--- config.mk ---
export PLATFORM = sky130hd
export DESIGN_NAME = vr_root_cell
export DESIGN_NICKNAME = d
export VERILOG_FILES = /design/src/hdl/vr_pkg.sv /design/src/hdl/vr_root_cell.sv
export SDC_FILE = /design/constraint.sdc
export NUM_CORES = 1
export LEC_CHECK = 0
export ABC_AREA = 0
export BUFFER_PORTS_ARGS = -buffer_cell sky130_fd_sc_hd__buf_2
export CAP_MARGIN = 20
export CORE_ASPECT_RATIO = 0.6
export CORE_MARGIN = 2
export CORE_UTILIZATION = 41
export CTS_CLUSTER_SIZE = 8
export DETAILED_ROUTE_END_ITERATION = 6
export PLACE_DENSITY = 0.88
export SKIP_CTS_REPAIR_TIMING = 1
export SYNTH_ARGS = -nofsm -noshare
export SYNTH_HDL_FRONTEND = slang
export SYNTH_SLANG_ARGS = --single-unit
--- constraint.sdc ---
create_clock -name clock -period 2.55 [get_ports clock]
set_input_delay 0.51 -clock clock [delete_from_list [all_inputs] [get_ports clock]]
set_output_delay 0.51 -clock clock [all_outputs]
set_load 0.01 [all_outputs]
--- src/hdl/vr_pkg.sv ---
`default_nettype none

package vr_pkg;

   typedef struct packed {
      logic signed [15:0] dir_x;
      logic signed [15:0] dir_y;
      logic signed [15:0] dir_z;
      logic signed [15:0] norm_x;
      logic signed [15:0] norm_y;
      logic signed [15:0] norm_z;
      logic [15:0]        index_ratio;
   } vr_req_type;

   typedef struct packed {
      logic signed [15:0] out_x;
      logic signed [15:0] out_y;
      logic signed [15:0] out_z;
      logic               clipped;
   } vr_rsp_type;

   // Per-item data that rides along the square root chain.
   typedef struct packed {
      logic [2:0][15:0] norm;
      logic [2:0][15:0] perp;
      logic             clip;
   } vr_side_type;

   localparam int VEC_LEN = 3;

endpackage

`default_nettype wire

--- src/hdl/vr_root_cell.sv ---
`default_nettype none

module vr_root_cell import vr_pkg::*; #(
   parameter int RB   = 18,
   parameter int STEP = 0
) (
   input  logic              clock,
   input  logic              reset,
   input  logic              en,
   input  logic              valid_i,
   input  vr_side_type       side_i,
   input  logic [2*RB-1:0]   mag_i,
   input  logic [RB+2:0]     rem_i,
   input  logic [RB-1:0]     root_i,
   output logic              valid_o,
   output vr_side_type       side_o,
   output logic [2*RB-1:0]   mag_o,
   output logic [RB+2:0]     rem_o,
   output logic [RB-1:0]     root_o
);

   localparam int RW  = RB + 3;
   localparam int LSB = 2 * (RB - 1 - STEP);

   logic          valid_ff;
   vr_side_type   side_ff;
   logic [2*RB-1:0] mag_ff;
   logic [RW-1:0] rem_ff, rem_in;
   logic [RB-1:0] root_ff, root_in;
   logic [RW-1:0] cur_w, trial_w;

   // One result bit per cell: bring down the next pair of bits and try 4q+1.
   always_comb begin
      cur_w   = {rem_i[RW-3:0], mag_i[LSB+1:LSB]};
      trial_w = RW'({root_i, 2'b01});
      if (cur_w >= trial_w) begin
         rem_in  = cur_w - trial_w;
         root_in = {root_i[RB-2:0], 1'b1};
      end else begin
         rem_in  = cur_w;
         root_in = {root_i[RB-2:0], 1'b0};
      end
   end

   always_ff @(posedge clock) begin
      if (reset) begin
         valid_ff <= 1'b0;
      end else if (en) begin
         valid_ff <= valid_i;
      end
   end

   always_ff @(posedge clock) begin
      if (en) begin
         side_ff <= side_i;
         mag_ff  <= mag_i;
         rem_ff  <= rem_in;
         root_ff <= root_in;
      end
   end

   assign valid_o = valid_ff;
   assign side_o  = side_ff;
   assign mag_o   = mag_ff;
   assign rem_o   = rem_ff;
   assign root_o  = root_ff;

endmodule

`default_nettype wire

==> results list <==
- The largest total area in the synthesized netlist belongs to sky130_fd_sc_hd__edfxtp_1.
- Portion of the clock cycle consumed by the worst path in the final layout: 96.7%
- Worst Hold Margin: 0.259 ns
* Final Skew: 0 ns
- Max Root-Sink Buffers: 2
* Worst-path maximum fanout: 11
- Total clock sinks: 173
- Share of synthesized flip-flops with an asynchronous set or reset: 0%
- Total routing usage reported by global routing: 19.6%
* Via count of the first global-routing pass: 4736
- Diodes inserted: 0
- Floorplan die area: 0.0173 sq mm
- Actual slew at the worst max-slew pin: 0.468 ns
- Ranked by total cell area, the synthesized netlist is headed by sky130_fd_sc_hd__edfxtp_1, sky130_fd_sc_hd__ha_1, sky130_fd_sc_hd__mux2_4.
- The area growth from synthesis to layout is 47.2%.
- In the synthesized netlist the dominant register cell turns out to be sky130_fd_sc_hd__edfxtp_1.
* Wire length of the first global-routing pass: 25.2 mm
* Fraction of post-synthesis cell area in the top cell type by area: 77.7%
- Floorplan core area: 0.0156 sq mm
- In this run the cell area of the synthesized design comes to 0.00665 sq mm.
* Startpoint class of the critical path: input port
- Syn nets: 565
- Clock latency on the worst-skew pair, taken at its later pin, is 0.41 ns.
* Power, Total: 7.15 mW
- Starting DRC count in detailed routing: 276
- For this design, the slowest cell found on the critical path is sky130_fd_sc_hd__a221o_2.
* Final weighted congestion in routability-driven placement: 0.842
- For this configuration, the core starts out at a cell density of 42.6%.
- The worst setup path is captured at a flip-flop.
- At the placement stage, the worst setup path has a slack of -0.334 ns.
- Overall overflow remaining after global route: 0
- FF+latch count, synth: 173
* Leakage component of the power: 4.39 nW
- Number of clock buffers inserted by TritonCTS: 17
- HPWL Detailed: 13.8 mm
* Post-Syn Area per Cell: 18.0 sq um
- Setup violations remaining at the end of the flow were counted as 0.
- Number of antenna violations at the first check in global routing: 0
* Setup slack, reg-to-reg: 1.95 ns
* Worst-case headroom to the max-slew limit: 68.7%
- Counting I/O delays and the setup requirement, the final critical path takes 2.46 ns.
- Floorplan row count: 35
* Die outline width: 168 um
- During placement, the flow inserted port buffers numbering 346.
* Most used cell along the critical path: sky130_fd_sc_hd__a21o_1
* Critical-path cell list: buf_2 > inv_12 > ha_4 > a21o_1 > a21o_1 > a21o_1 > a221o_2 > o21ai_4 > o41ai_4 > buf_12 > mux2_1
* Combined area of the multi-input logic cells: 0.00142 sq mm
- Before antenna repair, the detailed router went through 5 iterations.
* Status: finished clean
* Count of boundary I/O pins: 349
- For this run, design rule violations remaining after detail routing come to 0.
- Max-cap violations in this run came to 0.
- Data arrival time of the critical path: 2.62 ns
- Max incr delay on CP: 0.33 ns
* Total of fill cells in the finished design: 1214
* Number of H-tree levels: 4
* Vias after detailed routing: 4754
* Worst min-delay path class: in2reg
- The count of nets left with antenna violations once routing finished came out at 0.
- Count leader, synth: sky130_fd_sc_hd__edfxtp_1
- Share of the yosys chip area belonging to registers: 78.0%
- Cell types with the highest counts after synthesis: sky130_fd_sc_hd__edfxtp_1, sky130_fd_sc_hd__inv_1, sky130_fd_sc_hd__ha_1
* IR Drop Worst-Case VDD: 0.000455 V
- Power Density: 731 mW/mm^2
* Final routed wire length divided by cell count: 17.7 um
- Req. time, crit path: 2.71 ns
- Clock transition at the register clock pins on the worst setup and hold paths after CTS: 0.07 ns
- Achievable frequency: 406 MHz
- Height of the die: 103 um
- TritonCTS built the clock tree.
* DR vias/cell: 4.74
- Flip-flop and latch area: 0.00518 sq mm
- Entering global routing, the biggest net connects 49 pins.
- Max-slew violation count: 0
- Across all setup checks in the final design, the least slack found is 0.0853 ns.
- Final net count: 983
* Layout cell share with drive strength beyond 1: 58.3%
- EDFF count, synth: 172
- RSZ-0062 raised after global routing: no
- The Yosys step of the flow raised 0 warnings.
- After detailed routing, the total wire length is 17.7 mm.
* Number of hold violations in the final report: 0
- In this run, distinct cell masters in the synthesized netlist total 42.
- Post-synthesis cell count: 369
- The critical path in this run is classified as in2reg.
- CTS placed an instance of sky130_fd_sc_hd__clkbuf_16 at the clock tree root.
## layout make-up
type                            count  share of cell area, %
Multi-Input combinational cell    164                   14.5
Clock inverter                     14                   1.52
Inverter                           26                   1.13
Tap cell                          203                   2.60
Sequential cell                   173                   53.0
Timing Repair Buffer              405                   22.9
Clock buffer                       17                   4.35
## path summary, 6_finish.rpt
check | from | end | cells after the start
worst max-delay path | root_i[8] | rem_o[3] | 11
worst min-delay path | reset | valid_o | 2
worst max register to register | valid_o | valid_o | 2
worst min register to register | valid_o | valid_o | 2
## flip-flops by register name (all words and copies together), names as in the netlist
signal and count:
side_o 97, rem_o 21, root_o 18, mag_o 36, valid_o 1
## critical path, delay by kind of cell
family                     cells  cell delay (ns)
adders and majority gates      1             0.24
AOI/OAI and AO/OA              6             1.14
buffers and inverters          3             0.39
muxes                          1             0.32
## layer usage
metal / share of wire, % / GRT usage (%)
met5: 0 / 0
met4: 0.75 / 5.64
met3: 7.5 / 5.72
met2: 53 / 34.9
met1: 39 / 23.6
## power by group
part / switching [mW] / internal (mW) / leakage (nW)
Clock: 1.20 / 1.30 / 0.283
Sequential: 0.0621 / 3.42 / 1.69
Combinational: 0.594 / 0.574 / 2.41
## stage by stage
| stage | TNS (ns) | cells | area, sq um | utilization (%) |
|---|---|---|---|---|
| 3_5_place_dp | -5.37 | 971 | 9210 | 59.1 |
| 6_report | 0 | 1002 | 9780 | 62.8 |
| 4_1_cts | 0 | 1002 | 9780 | 62.8 |
| 2_1_floorplan | -0.0599 | 369 | 6760 | - |
| 3_3_place_gp | -3.96 | 971 | 9210 | 59.1 |
| 5_1_grt | 0 | 1002 | 9780 | 62.8 |
## layout by cell type (no fill, tap or decap), types with 3 or more instances in the layout
cell / instances
sky130_fd_sc_hd__a21o_1: 7
sky130_fd_sc_hd__inv_6: 4
sky130_fd_sc_hd__nand3_1: 3
sky130_fd_sc_hd__o21ai_0: 7
sky130_fd_sc_hd__inv_1: 24
sky130_fd_sc_hd__nand4_1: 5
sky130_fd_sc_hd__xnor2_1: 11
sky130_fd_sc_hd__o21a_1: 6
sky130_fd_sc_hd__a211oi_1: 3
sky130_fd_sc_hd__nor2_1: 17
sky130_fd_sc_hd__clkinv_8: 3
sky130_fd_sc_hd__inv_8: 3
sky130_fd_sc_hd__buf_4: 54
sky130_fd_sc_hd__buf_2: 345
sky130_fd_sc_hd__nor3_1: 4
sky130_fd_sc_hd__clkbuf_16: 17
sky130_fd_sc_hd__a21oi_1: 15
sky130_fd_sc_hd__ha_4: 7
sky130_fd_sc_hd__edfxtp_1: 172
sky130_fd_sc_hd__ha_1: 13
sky130_fd_sc_hd__nand2_1: 13
sky130_fd_sc_hd__o21bai_1: 3
sky130_fd_sc_hd__buf_12: 5
sky130_fd_sc_hd__xor2_1: 6
sky130_fd_sc_hd__clkinv_4: 3
sky130_fd_sc_hd__mux2i_1: 4
sky130_fd_sc_hd__mux2_4: 14
## kinds of logic after synthesis
group	Yosys count	synth area share, %
buf+inv	32	2.09
xor+xnor	17	2.24
simple gates	48	3.33
flops	173	78.0
compound gates	59	6.44
fa+ha+maj	20	3.77
mux	20	4.10
Power figures use the tool's default switching activity.
